==> config.mk <==
export PLATFORM = sky130hd
export DESIGN_NAME = framed_byte_receiver_with_repeat_filter
export DESIGN_NICKNAME = d
export VERILOG_FILES = /design/src/rtl/fbr_pkg.sv /design/src/rtl/fbr_ram.sv /design/src/rtl/fbr_fifo.sv /design/src/rtl/fbr_front.sv /design/src/rtl/fbr_back.sv /design/src/rtl/framed_byte_receiver_with_repeat_filter.sv
export SDC_FILE = /design/constraint.sdc
export NUM_CORES = 1
export LEC_CHECK = 0
export ABC_AREA = 0
export BUFFER_PORTS_ARGS = -buffer_cell sky130_fd_sc_hd__buf_2
export CAP_MARGIN = 5
export CORE_MARGIN = 8
export CORE_UTILIZATION = 40
export DETAILED_ROUTE_END_ITERATION = 10
export HOLD_SLACK_MARGIN = 0.02
export SETUP_SLACK_MARGIN = 0.4
export SLEW_MARGIN = 20
export SYNTH_ARGS = -nofsm -noshare
export SYNTH_HDL_FRONTEND = slang
export SYNTH_SLANG_ARGS = --single-unit
==> constraint.sdc <==
create_clock -name clk -period 2.55 [get_ports clk]
set_input_delay 0.255 -clock clk [delete_from_list [all_inputs] [get_ports clk]]
set_output_delay 0.255 -clock clk [all_outputs]
set_load 0.05 [all_outputs]
==> src/rtl/fbr_pkg.sv <==
`default_nettype none

package fbr_pkg;

	// payload buffer geometry
	localparam int MAX_PAYLOAD = 31;
	localparam int PAY_W = $clog2(MAX_PAYLOAD + 1);   // holds a count up to MAX_PAYLOAD
	localparam int IDX_W = $clog2(MAX_PAYLOAD);       // addresses one buffer entry

	// repeat counter
	localparam int CNT_W = 4;
	localparam logic [CNT_W-1:0] COUNT_MAX = 4'd15;

	// byte queue between front and back (power of two)
	localparam int QDEPTH = 2;
	localparam int QAW = $clog2(QDEPTH);

	// register map (word index = paddr[3:2])
	localparam int APB_AW = 4;
	localparam logic [1:0] REG_HEAD = 2'd0;
	localparam logic [1:0] REG_TAIL = 2'd1;
	localparam logic [1:0] REG_NEED = 2'd2;

	// register reset values
	localparam logic [7:0] HEAD_RST = 8'h1A;
	localparam logic [7:0] TAIL_RST = 8'h0A;
	localparam logic [CNT_W-1:0] NEED_RST = 4'd3;

	// result event codes
	localparam logic [2:0] EV_NONE   = 3'd0;
	localparam logic [2:0] EV_STORED = 3'd1;
	localparam logic [2:0] EV_ENDED  = 3'd2;
	localparam logic [2:0] EV_SHOWN  = 3'd3;
	localparam logic [2:0] EV_ABORT  = 3'd4;

	typedef logic [PAY_W-1:0] cnt_t;
	typedef logic [IDX_W-1:0] idx_t;

	// configuration as seen by the back end
	typedef struct packed {
		logic [7:0]       head;
		logic [7:0]       tail;
		logic [CNT_W-1:0] need;
	} cfg_t;

	// classified received byte
	typedef struct packed {
		logic [7:0] data;
		logic       is_head;
		logic       is_tail;
	} item_t;

endpackage

`default_nettype wire

==> src/rtl/fbr_ram.sv <==
`default_nettype none

module fbr_ram #(
	parameter int WIDTH = 8,
	parameter int DEPTH = 31,
	localparam int AW = (DEPTH > 1) ? $clog2(DEPTH) : 1
) (
	input  wire logic             clk,
	input  wire logic             we,
	input  wire logic [AW-1:0]    waddr,
	input  wire logic [WIDTH-1:0] wdata,
	input  wire logic [AW-1:0]    raddr,
	output logic      [WIDTH-1:0] rdata
);

	logic [WIDTH-1:0] mem_q [DEPTH];

	// one write port, registered read port
	always_ff @(posedge clk) begin
		if (we) begin
			mem_q[waddr] <= wdata;
		end
		rdata <= mem_q[raddr];
	end

endmodule

`default_nettype wire

==> src/rtl/fbr_fifo.sv <==
`default_nettype none

module fbr_fifo import fbr_pkg::*; (
	input  wire logic  clk,
	input  wire logic  arst_n,
	input  wire logic  push,
	input  wire item_t push_item,
	output logic       full,
	input  wire logic  pop,
	output logic       empty,
	output item_t      pop_item
);

	item_t          mem_q [QDEPTH];
	logic [QAW-1:0] wp_q;
	logic [QAW-1:0] rp_q;
	logic [QAW:0]   cnt_q;
	logic           push_ok;
	logic           pop_ok;

	assign full     = (cnt_q == (QAW+1)'(QDEPTH));
	assign empty    = (cnt_q == '0);
	assign push_ok  = push && !full;
	assign pop_ok   = pop && !empty;
	assign pop_item = mem_q[rp_q];

	// storage, no reset
	always_ff @(posedge clk) begin
		if (push_ok) begin
			mem_q[wp_q] <= push_item;
		end
	end

	// pointers and fill level
	always_ff @(posedge clk or negedge arst_n) begin
		if (!arst_n) begin
			wp_q  <= '0;
			rp_q  <= '0;
			cnt_q <= '0;
		end else begin
			if (push_ok) wp_q <= wp_q + 1'b1;
			if (pop_ok)  rp_q <= rp_q + 1'b1;
			case ({push_ok, pop_ok})
				2'b10:   cnt_q <= cnt_q + 1'b1;
				2'b01:   cnt_q <= cnt_q - 1'b1;
				default: cnt_q <= cnt_q;
			endcase
		end
	end

endmodule

`default_nettype wire

==> src/rtl/fbr_front.sv <==
`default_nettype none

module fbr_front import fbr_pkg::*; (
	input  wire logic              clk,
	input  wire logic              arst_n,
	// register port
	input  wire logic              psel,
	input  wire logic              penable,
	input  wire logic              pwrite,
	input  wire logic [APB_AW-1:0] paddr,
	input  wire logic [31:0]       pwdata,
	output logic      [31:0]       prdata,
	output logic                   pready,
	// byte input
	input  wire logic              s_tvalid,
	output logic                   s_tready,
	input  wire logic [7:0]        s_tdata,
	// toward the queue
	output logic                   push,
	output item_t                  push_item,
	input  wire logic              q_full,
	output cfg_t                   cfg
);

	logic [7:0]       head_q;
	logic [7:0]       tail_q;
	logic [CNT_W-1:0] need_q;
	logic             wr_en;

	assign pready = 1'b1;
	assign wr_en  = psel && penable && pwrite && pready;

	// configuration registers
	always_ff @(posedge clk or negedge arst_n) begin
		if (!arst_n) begin
			head_q <= HEAD_RST;
			tail_q <= TAIL_RST;
			need_q <= NEED_RST;
		end else if (wr_en) begin
			unique case (paddr[3:2])
				REG_HEAD: head_q <= pwdata[7:0];
				REG_TAIL: tail_q <= pwdata[7:0];
				REG_NEED: need_q <= pwdata[CNT_W-1:0];
				default:  ;
			endcase
		end
	end

	// register readback
	always_comb begin
		unique case (paddr[3:2])
			REG_HEAD: prdata = {24'd0, head_q};
			REG_TAIL: prdata = {24'd0, tail_q};
			REG_NEED: prdata = {{(32-CNT_W){1'b0}}, need_q};
			default:  prdata = '0;
		endcase
	end

	assign cfg = '{head: head_q, tail: tail_q, need: need_q};

	// classify each byte against the delimiters
	assign s_tready          = !q_full;
	assign push              = s_tvalid;
	assign push_item.data    = s_tdata;
	assign push_item.is_head = (s_tdata == head_q);
	assign push_item.is_tail = (s_tdata == tail_q);

endmodule

`default_nettype wire

==> src/rtl/fbr_back.sv <==
`default_nettype none

module fbr_back import fbr_pkg::*; (
	input  wire logic        clk,
	input  wire logic        arst_n,
	input  wire cfg_t        cfg,
	// from the queue
	input  wire logic        q_empty,
	input  wire item_t       q_item,
	output logic             pop,
	// result stream
	output logic             m_tvalid,
	input  wire logic        m_tready,
	output logic [23:0]      m_tdata,
	output logic             m_tuser,
	output logic             m_tlast
);

	typedef enum logic [4:0] {
		S_IDLE    = 5'b00001,
		S_CMP     = 5'b00010,
		S_RES     = 5'b00100,
		S_SHOW_RD = 5'b01000,
		S_SHOW_WR = 5'b10000
	} state_t;

	state_t           state_q;
	logic             in_frame_q;
	cnt_t             pc_q;
	cnt_t             sl_q;
	cnt_t             cl_q;
	logic [CNT_W-1:0] count_q;
	logic             cand_sel_q;   // 1: candidate lives in bank 1
	cnt_t             cmp_idx_q;
	logic             rd_pend_q;
	idx_t             show_idx_q;
	logic [2:0]       res_ev_q;

	// output register
	logic             out_valid_q;
	logic             out_lamp_q;
	logic [2:0]       out_ev_q;
	logic [7:0]       out_byte_q;
	logic [4:0]       out_idx_q;
	logic             out_sv_q;
	logic             out_last_q;

	logic             can_load;
	logic             fr_we;
	idx_t             raddr;
	logic [7:0]       rd0;
	logic [7:0]       rd1;
	logic [7:0]       cand_byte;
	logic             mism;
	logic             match;
	logic             show_now;
	cnt_t             cl_next;
	logic             show_end;

	logic             emit;
	logic             emit_lamp;
	logic [2:0]       emit_ev;
	logic [7:0]       emit_byte;
	logic [4:0]       emit_idx;
	logic             emit_sv;
	logic             emit_last;

	assign can_load = !out_valid_q || m_tready;
	assign pop      = (state_q == S_IDLE) && !q_empty && can_load;

	// payload byte goes into the bank that is not the candidate
	assign fr_we = pop && in_frame_q && !q_item.is_tail && (pc_q != cnt_t'(MAX_PAYLOAD));
	assign raddr = (state_q == S_CMP) ? cmp_idx_q[IDX_W-1:0] : show_idx_q;

	fbr_ram #(.WIDTH(8), .DEPTH(MAX_PAYLOAD)) u_bank0 (
		.clk   (clk),
		.we    (fr_we && cand_sel_q),
		.waddr (pc_q[IDX_W-1:0]),
		.wdata (q_item.data),
		.raddr (raddr),
		.rdata (rd0)
	);

	fbr_ram #(.WIDTH(8), .DEPTH(MAX_PAYLOAD)) u_bank1 (
		.clk   (clk),
		.we    (fr_we && !cand_sel_q),
		.waddr (pc_q[IDX_W-1:0]),
		.wdata (q_item.data),
		.raddr (raddr),
		.rdata (rd1)
	);

	assign cand_byte = cand_sel_q ? rd1 : rd0;

	// string compare, one entry per cycle, on read data registered behind the address
	assign mism  = (sl_q != cl_q) || (rd_pend_q && (rd0 != rd1));
	assign match = (sl_q == cl_q) &&
	               ((sl_q == '0) || (rd_pend_q && (rd0 == rd1) && (cmp_idx_q == sl_q)));

	always_comb begin
		if (mism) begin
			show_now = (cfg.need == CNT_W'(1));
			cl_next  = sl_q;
		end else begin
			show_now = (count_q != COUNT_MAX) && ((count_q + 1'b1) == cfg.need);
			cl_next  = cl_q;
		end
	end

	assign show_end = ((cnt_t'(show_idx_q) + 1'b1) == cl_q);

	// result selection
	always_comb begin
		emit      = 1'b0;
		emit_lamp = 1'b0;
		emit_ev   = EV_NONE;
		emit_byte = '0;
		emit_idx  = '0;
		emit_sv   = 1'b0;
		emit_last = 1'b1;
		unique case (state_q)
			S_IDLE: begin
				if (pop) begin
					if (!in_frame_q) begin
						emit      = 1'b1;
						emit_lamp = q_item.is_head;
					end else if (!q_item.is_tail) begin
						emit = 1'b1;
						if (pc_q != cnt_t'(MAX_PAYLOAD)) begin
							emit_lamp = 1'b1;
							emit_ev   = EV_STORED;
						end else begin
							emit_ev = EV_ABORT;
						end
					end
				end
			end
			S_RES: begin
				emit    = can_load;
				emit_ev = res_ev_q;
			end
			S_SHOW_WR: begin
				emit      = can_load;
				emit_ev   = EV_SHOWN;
				emit_byte = cand_byte;
				emit_idx  = 5'(show_idx_q);
				emit_sv   = 1'b1;
				emit_last = show_end;
			end
			default: ;
		endcase
	end

	// sequencer
	always_ff @(posedge clk or negedge arst_n) begin
		if (!arst_n) begin
			state_q    <= S_IDLE;
			in_frame_q <= 1'b0;
			pc_q       <= '0;
			sl_q       <= '0;
			cl_q       <= '0;
			count_q    <= '0;
			cand_sel_q <= 1'b0;
			cmp_idx_q  <= '0;
			rd_pend_q  <= 1'b0;
			show_idx_q <= '0;
			res_ev_q   <= EV_ENDED;
		end else begin
			unique case (state_q)
				S_IDLE: begin
					if (pop) begin
						if (!in_frame_q) begin
							if (q_item.is_head) begin
								in_frame_q <= 1'b1;
								pc_q       <= '0;
								sl_q       <= '0;
							end
						end else if (!q_item.is_tail) begin
							if (pc_q != cnt_t'(MAX_PAYLOAD)) begin
								pc_q <= pc_q + 1'b1;
								if ((q_item.data != 8'd0) && (sl_q == pc_q)) begin
									sl_q <= sl_q + 1'b1;
								end
							end else begin
								in_frame_q <= 1'b0;
							end
						end else begin
							in_frame_q <= 1'b0;
							cmp_idx_q  <= '0;
							rd_pend_q  <= 1'b0;
							state_q    <= S_CMP;
						end
					end
				end
				S_CMP: begin
					if (mism || match) begin
						if (mism) begin
							cand_sel_q <= !cand_sel_q;
							cl_q       <= sl_q;
							count_q    <= CNT_W'(1);
						end else if (count_q != COUNT_MAX) begin
							count_q <= count_q + 1'b1;
						end
						show_idx_q <= '0;
						if (show_now && (cl_next != '0)) begin
							state_q <= S_SHOW_RD;
						end else begin
							res_ev_q <= show_now ? EV_SHOWN : EV_ENDED;
							state_q  <= S_RES;
						end
					end else begin
						cmp_idx_q <= cmp_idx_q + 1'b1;
						rd_pend_q <= 1'b1;
					end
				end
				S_RES: begin
					if (can_load) state_q <= S_IDLE;
				end
				S_SHOW_RD: begin
					state_q <= S_SHOW_WR;
				end
				S_SHOW_WR: begin
					if (can_load) begin
						if (show_end) begin
							state_q <= S_IDLE;
						end else begin
							show_idx_q <= show_idx_q + 1'b1;
							state_q    <= S_SHOW_RD;
						end
					end
				end
				default: state_q <= S_IDLE;
			endcase
		end
	end

	// output valid
	always_ff @(posedge clk or negedge arst_n) begin
		if (!arst_n) begin
			out_valid_q <= 1'b0;
		end else if (emit) begin
			out_valid_q <= 1'b1;
		end else if (m_tready) begin
			out_valid_q <= 1'b0;
		end
	end

	// output payload
	always_ff @(posedge clk) begin
		if (emit) begin
			out_lamp_q <= emit_lamp;
			out_ev_q   <= emit_ev;
			out_byte_q <= emit_byte;
			out_idx_q  <= emit_idx;
			out_sv_q   <= emit_sv;
			out_last_q <= emit_last;
		end
	end

	assign m_tvalid = out_valid_q;
	assign m_tdata  = {7'd0, out_idx_q, out_byte_q, out_ev_q, out_lamp_q};
	assign m_tuser  = out_sv_q;
	assign m_tlast  = out_last_q;

endmodule

`default_nettype wire

==> src/rtl/framed_byte_receiver_with_repeat_filter.sv <==
// Framed byte receiver with repeat filter.
// Bytes enter on the s_ stream (s_tdata = rx_byte). Each byte is compared with
// the head and tail registers, queued, and handled by a sequencer. Inside a
// frame, payload bytes go to a 31-entry buffer; a frame is kept as a C string
// and compared with the held candidate. Enough identical frames in a row
// (repeats_needed) produce a display run of the candidate bytes.
// Results leave on the m_ stream, one per byte, or one per candidate byte on
// a show; m_tlast marks the final result of a byte.
// A byte's result passes the queue and then the output register before it is
// presented on m_tvalid; non-tail bytes go at one per cycle while the sequencer
// is idle and m_tready does not stall. A tail byte leaves the queue; the string
// compare then reads buffer entries only when both lengths agree and are nonzero;
// then the result is loaded, or each byte of a display run is read from the
// buffer, then loaded into the output register.
// A stalled m_tready holds the output register; the queue then fills and
// s_tready drops, so no byte is lost. Reset returns to idle with an empty
// candidate, a zero repeat count and the registers at their defaults.
// Registers (APB, byte address 4*i): head_byte, tail_byte, repeats_needed.
`default_nettype none

module framed_byte_receiver_with_repeat_filter import fbr_pkg::*; (
	input  wire logic              clk,
	input  wire logic              arst_n,
	// APB register port
	input  wire logic              psel,
	input  wire logic              penable,
	input  wire logic              pwrite,
	input  wire logic [APB_AW-1:0] paddr,
	input  wire logic [31:0]       pwdata,
	output logic      [31:0]       prdata,
	output logic                   pready,
	// byte input
	input  wire logic              s_tvalid,
	output logic                   s_tready,
	input  wire logic [7:0]        s_tdata,   // [7:0] rx_byte
	// results
	output logic                   m_tvalid,
	input  wire logic              m_tready,
	output logic      [23:0]       m_tdata,   // [0] lamp_on, [3:1] event_res,
	                                          // [11:4] show_byte, [16:12] show_index
	output logic                   m_tuser,   // [0] show_valid
	output logic                   m_tlast    // last
);

	cfg_t  cfg;
	item_t push_item;
	item_t q_item;
	logic  push;
	logic  q_full;
	logic  q_empty;
	logic  pop;

	fbr_front u_front (
		.clk       (clk),
		.arst_n    (arst_n),
		.psel      (psel),
		.penable   (penable),
		.pwrite    (pwrite),
		.paddr     (paddr),
		.pwdata    (pwdata),
		.prdata    (prdata),
		.pready    (pready),
		.s_tvalid  (s_tvalid),
		.s_tready  (s_tready),
		.s_tdata   (s_tdata),
		.push      (push),
		.push_item (push_item),
		.q_full    (q_full),
		.cfg       (cfg)
	);

	fbr_fifo u_queue (
		.clk       (clk),
		.arst_n    (arst_n),
		.push      (push),
		.push_item (push_item),
		.full      (q_full),
		.pop       (pop),
		.empty     (q_empty),
		.pop_item  (q_item)
	);

	fbr_back u_back (
		.clk      (clk),
		.arst_n   (arst_n),
		.cfg      (cfg),
		.q_empty  (q_empty),
		.q_item   (q_item),
		.pop      (pop),
		.m_tvalid (m_tvalid),
		.m_tready (m_tready),
		.m_tdata  (m_tdata),
		.m_tuser  (m_tuser),
		.m_tlast  (m_tlast)
	);

endmodule

`default_nettype wire

==> results.json <==
{
  "hold_viol": 0,
  "synthTopCellsByArea": "edfxtp_1 (59%), dfrtp_1 (5.0%), nand3_1 (3.7%), o21ai_0 (3.2%), nand2_1 (1.9%)",
  "endpoint_kind": "flip-flop",
  "min_from": "m_tready",
  "htree_num_levels": 2,
  "core-area_sq_um": 68230,
  "drive_above_1_share_pct": 29.10,
  "powerDensity_nw_per_um2": 837.9,
  "synth_enable_flop_cells": 535,
  "fin_setup_tns_ns": -1.175,
  "report.final.setup_viol": 15,
  "final.min_clock_period_ns": 2.665,
  "ctsLongestPathBuffers": 3,
  "reg2reg_from": "u_back.state_q[0]$_DFFE_PN1P_",
  "finalPower_mw": 29.19,
  "worstPathMaxFanout": 7,
  "grt_pass1_wl_mm": 121.1,
  "synthCells": 2171,
  "hp-class": "in2reg",
  "grt_pass1_vias": 19140,
  "vias": 19710,
  "start_util_pct": 40.18,
  "grt_overflow": 0,
  "port-buffer-count": 53,
  "violations": "setup timing",
  "cts_inserted_buffers": 61,
  "crit_family": "simple AND/OR/NAND/NOR gates",
  "slowest_delay_ns": 0.47,
  "crit_path_frequent_cell": "buf_12",
  "die_w_microns": 277.8,
  "synth-seq-area-share_pct": 65.57,
  "syn_area_sq_um": 27410,
  "arrival_ns": 3.20,
  "synth_seq_cells": 614,
  "track_usage_pct": 20.14,
  "ctsRootBufferMaster": "clkbuf_16",
  "synthArstFlopShare_pct": 10.26,
  "min_period_over_period_pct": 104.5,
  "crit_chain": "buf_4 > nor4b_4 > buf_6 > and3_4 > nor2_4 > buf_12 > buf_12 > mux4_2 > a221oi_4 > nor4_1",
  "gp_congestion": 0.8846,
  "yosys.area.top_type": "edfxtp_1",
  "drc": 0,
  "max_cap_violations": 0,
  "status": "finished with violations",
  "path_clk_slew_ns": 0.06,
  "grt_max_degree": 101,
  "worst_pin_slew_ns": 0.9190,
  "layout_setup_ws_ns": -0.1150,
  "area_growth_pct": 27.07,
  "fmax_ghz": 0.3752,
  "diodes": 0,
  "synth_top_area_share_pct": 58.61,
  "slew_viol_final": 0,
  "firstDrtPassIters": 5,
  "relSlewSlack_pct": 38.73,
  "dieArea_sq_um": 77160,
  "worstSetupPathType": "reg2reg",
  "finalClockSkew_ns": 0.04063,
  "ys_warn_count": 0,
  "avgSynthCellArea_sq_um": 12.63,
  "wire_per_inst_microns": 24.58,
  "path_buf_inv": 4,
  "postRouteWirelength_mm": 81.74,
  "clkSinkCount": 614,
  "fp-row-count": 96,
  "worstSetupStartpointType": "flip-flop",
  "die_h_microns": 277.8,
  "fin_nets": 2452,
  "yosysUniqueCellTypes": 73,
  "place_ws_ns": -0.5408,
  "synthFlopType": "edfxtp_1",
  "hpwlAfterDp_mm": 50.39,
  "required_ns": 3.08,
  "drtIter0Drc": 2117,
  "critical_path.slowest_cell": "mux4_2",
  "clock_latency_ns": 0.67,
  "antenna_found_initial": 2,
  "grt_setup_unrepaired": "true",
  "ir_worst_vdd_mv": 0.7454,
  "crit_path_start": "u_back.state_q[0]$_DFFE_PN1P_",
  "ant_nets": 0,
  "io_pins": 112,
  "vias_per_cell": 5.929,
  "p_leak_nw": 11.77,
  "cts_tree": "yes"
}
[cells in the final DEF (no fill, tap or decap), types with 10 or more instances in the layout]
master         Yosys  layout
clkinv_2           0      14
buf_6              3      27
inv_1             14      11
conb_1             2      32
mux2_2            36      22
nor2_4             2      70
a32oi_2            0      17
mux2_4             0      14
a221oi_2           0      10
nand2b_1          51      51
clkbuf_16          0      65
nand2_1          142     130
a311oi_1          49      32
a21oi_1           85      77
buf_4             46     178
dfrtp_1           55      49
a311oi_2           0      17
o21ai_0          175     166
o21a_1            17      17
nand3_1          201     197
xor2_1            15      15
and3_1            14      10
nand4_1           55      55
buf_12             0      50
a31oi_1           54      33
nor3_1            30      24
dlygate4sd3_1      0      18
a31oi_2            0      14
dfxtp_1           16      16
clkbuf_1         126      14
xnor2_1           41      41
mux2i_1           21      21
a211oi_1          51      48
nor2_1           103      34
nor4_1            19      11
edfxtp_1         535     535
a32oi_1           48      29
mux4_2            16      16
buf_2             28      53
o21ai_1            3      10
[registers in the layout, summed over array words and instances (netlist names), 5 cells and up]
register / cells
u_back.out_idx_q: 5
u_back.out_byte_q: 8
u_front.head_q: 8
u_front.tail_q: 8
u_back.cmp_idx_q: 5
u_back.u_bank1.mem_q: 248
u_back.cl_q: 5
u_back.state_q: 5
u_back.u_bank1.rdata: 8
u_back.show_idx_q: 5
u_back.u_bank0.mem_q: 248
u_back.u_bank0.rdata: 8
u_queue.mem_q: 20
u_back.sl_q: 5
u_back.pc_q: 5
[cells by family (layout without fill, tap and decap cells)]
kind of cell | Yosys count | in the layout | synth area share (%)
DFF | 614 | 614 | 65.57
muxes | 73 | 73 | 3.561
AOI/OAI and AO/OA | 536 | 536 | 12.74
xor gates and xnor gates | 57 | 57 | 1.872
other | 2 | 32 | 0.02740
adders and majority gates | 11 | 11 | 0.5021
buffers and inverters | 228 | 470 | 3.962
and+or+nand+nor | 650 | 650 | 11.76
[through the flow]
| step | std cells | util, % | instance area [sq um] | hold slack (ns) |
|---|---|---|---|---|
| after detailed placement | 3131 | 45.21 | 30840 | 0.3722 |
| after global routing | 3325 | 51.05 | 34830 | 0.09749 |
| after floorplan | 2201 | - | 28420 | -0.04059 |
| after global placement | 3131 | 45.19 | 30830 | 0.3575 |
| after CTS | 3280 | 49.60 | 33840 | 0.04452 |
| final | 3325 | 51.05 | 34830 | 0.08176 |
[metal layers]
layer	GRT usage [%]	vias to the layer above	wire, microns
met1	27.98	9921	34210
met2	32.20	878	38750
met3	3.151	112	6558
li1	-	8803	-
met4	6.578	0	2221
met5	0	-	0
[worst min-delay path: stages]
cell and delay (ns):
buf_2 0.12, nand2b_1 0.22, nand2_1 0.07
[Yosys cell counts (17+ instances only)]
| cell type | number |
|---|---|
| a221oi_1 | 18 |
| a31oi_1 | 54 |
| nor2_1 | 103 |
| dfrtp_1 | 55 |
| mux2_2 | 36 |
| a32oi_1 | 48 |
| clkbuf_1 | 126 |
| nand4_1 | 55 |
| buf_2 | 28 |
| buf_4 | 46 |
| a21oi_1 | 85 |
| xnor2_1 | 41 |
| a311oi_1 | 49 |
| nand2_1 | 142 |
| nor3_1 | 30 |
| mux2i_1 | 21 |
| nand2b_1 | 51 |
| o21ai_0 | 175 |
| o21a_1 | 17 |
| nor4_1 | 19 |
| nand3_1 | 201 |
| a211oi_1 | 51 |
| edfxtp_1 | 535 |
[final timing paths]
check                                                       end  slack [ns]  cells after the start
min in group asynchronous         u_back.count_q[2]$_DFFE_PN0P_        0.22                      2
worst max-delay path            u_back.u_bank0.rdata[2]$_DFF_P_       -0.11                     10
worst max register to register  u_back.u_bank0.rdata[2]$_DFF_P_       -0.11                     10
worst min-delay path                u_back.m_tvalid$_DFFE_PN0P_        0.08                      3
worst min register to register         u_queue.wp_q$_DFFE_PN0P_        0.50                      1
max in group asynchronous         u_front.head_q[4]$_DFFE_PN1P_        1.62                      3
[where the power goes]
part           internal (mW)  switching, mW
clock network           5.16           3.96
registers               12.7          0.451
logic                   2.13           4.84
[layout make-up]
type | instances | area, sq um
clock buffer | 79 | 1634
sequential | 614 | 17980
fill | 5629 | 33390
clock inverter | 37 | 396.6
tap | 882 | 1104
timing repair buffer | 339 | 3415
multi-input combinational | 1359 | 10250
inverter | 15 | 56.30
[timing repair]
action / in CTS / in global routing
gates cloned: 4 / 4
endpoints found under the hold margin: 66 / 0
buffers inserted: 11 / 41
gates resized for setup: 99 / 90
hold buffers: 18 / 0
pin swaps: 32 / 62
endpoints found under the setup margin: 549 / 549
(Power assumes the default switching activity.)
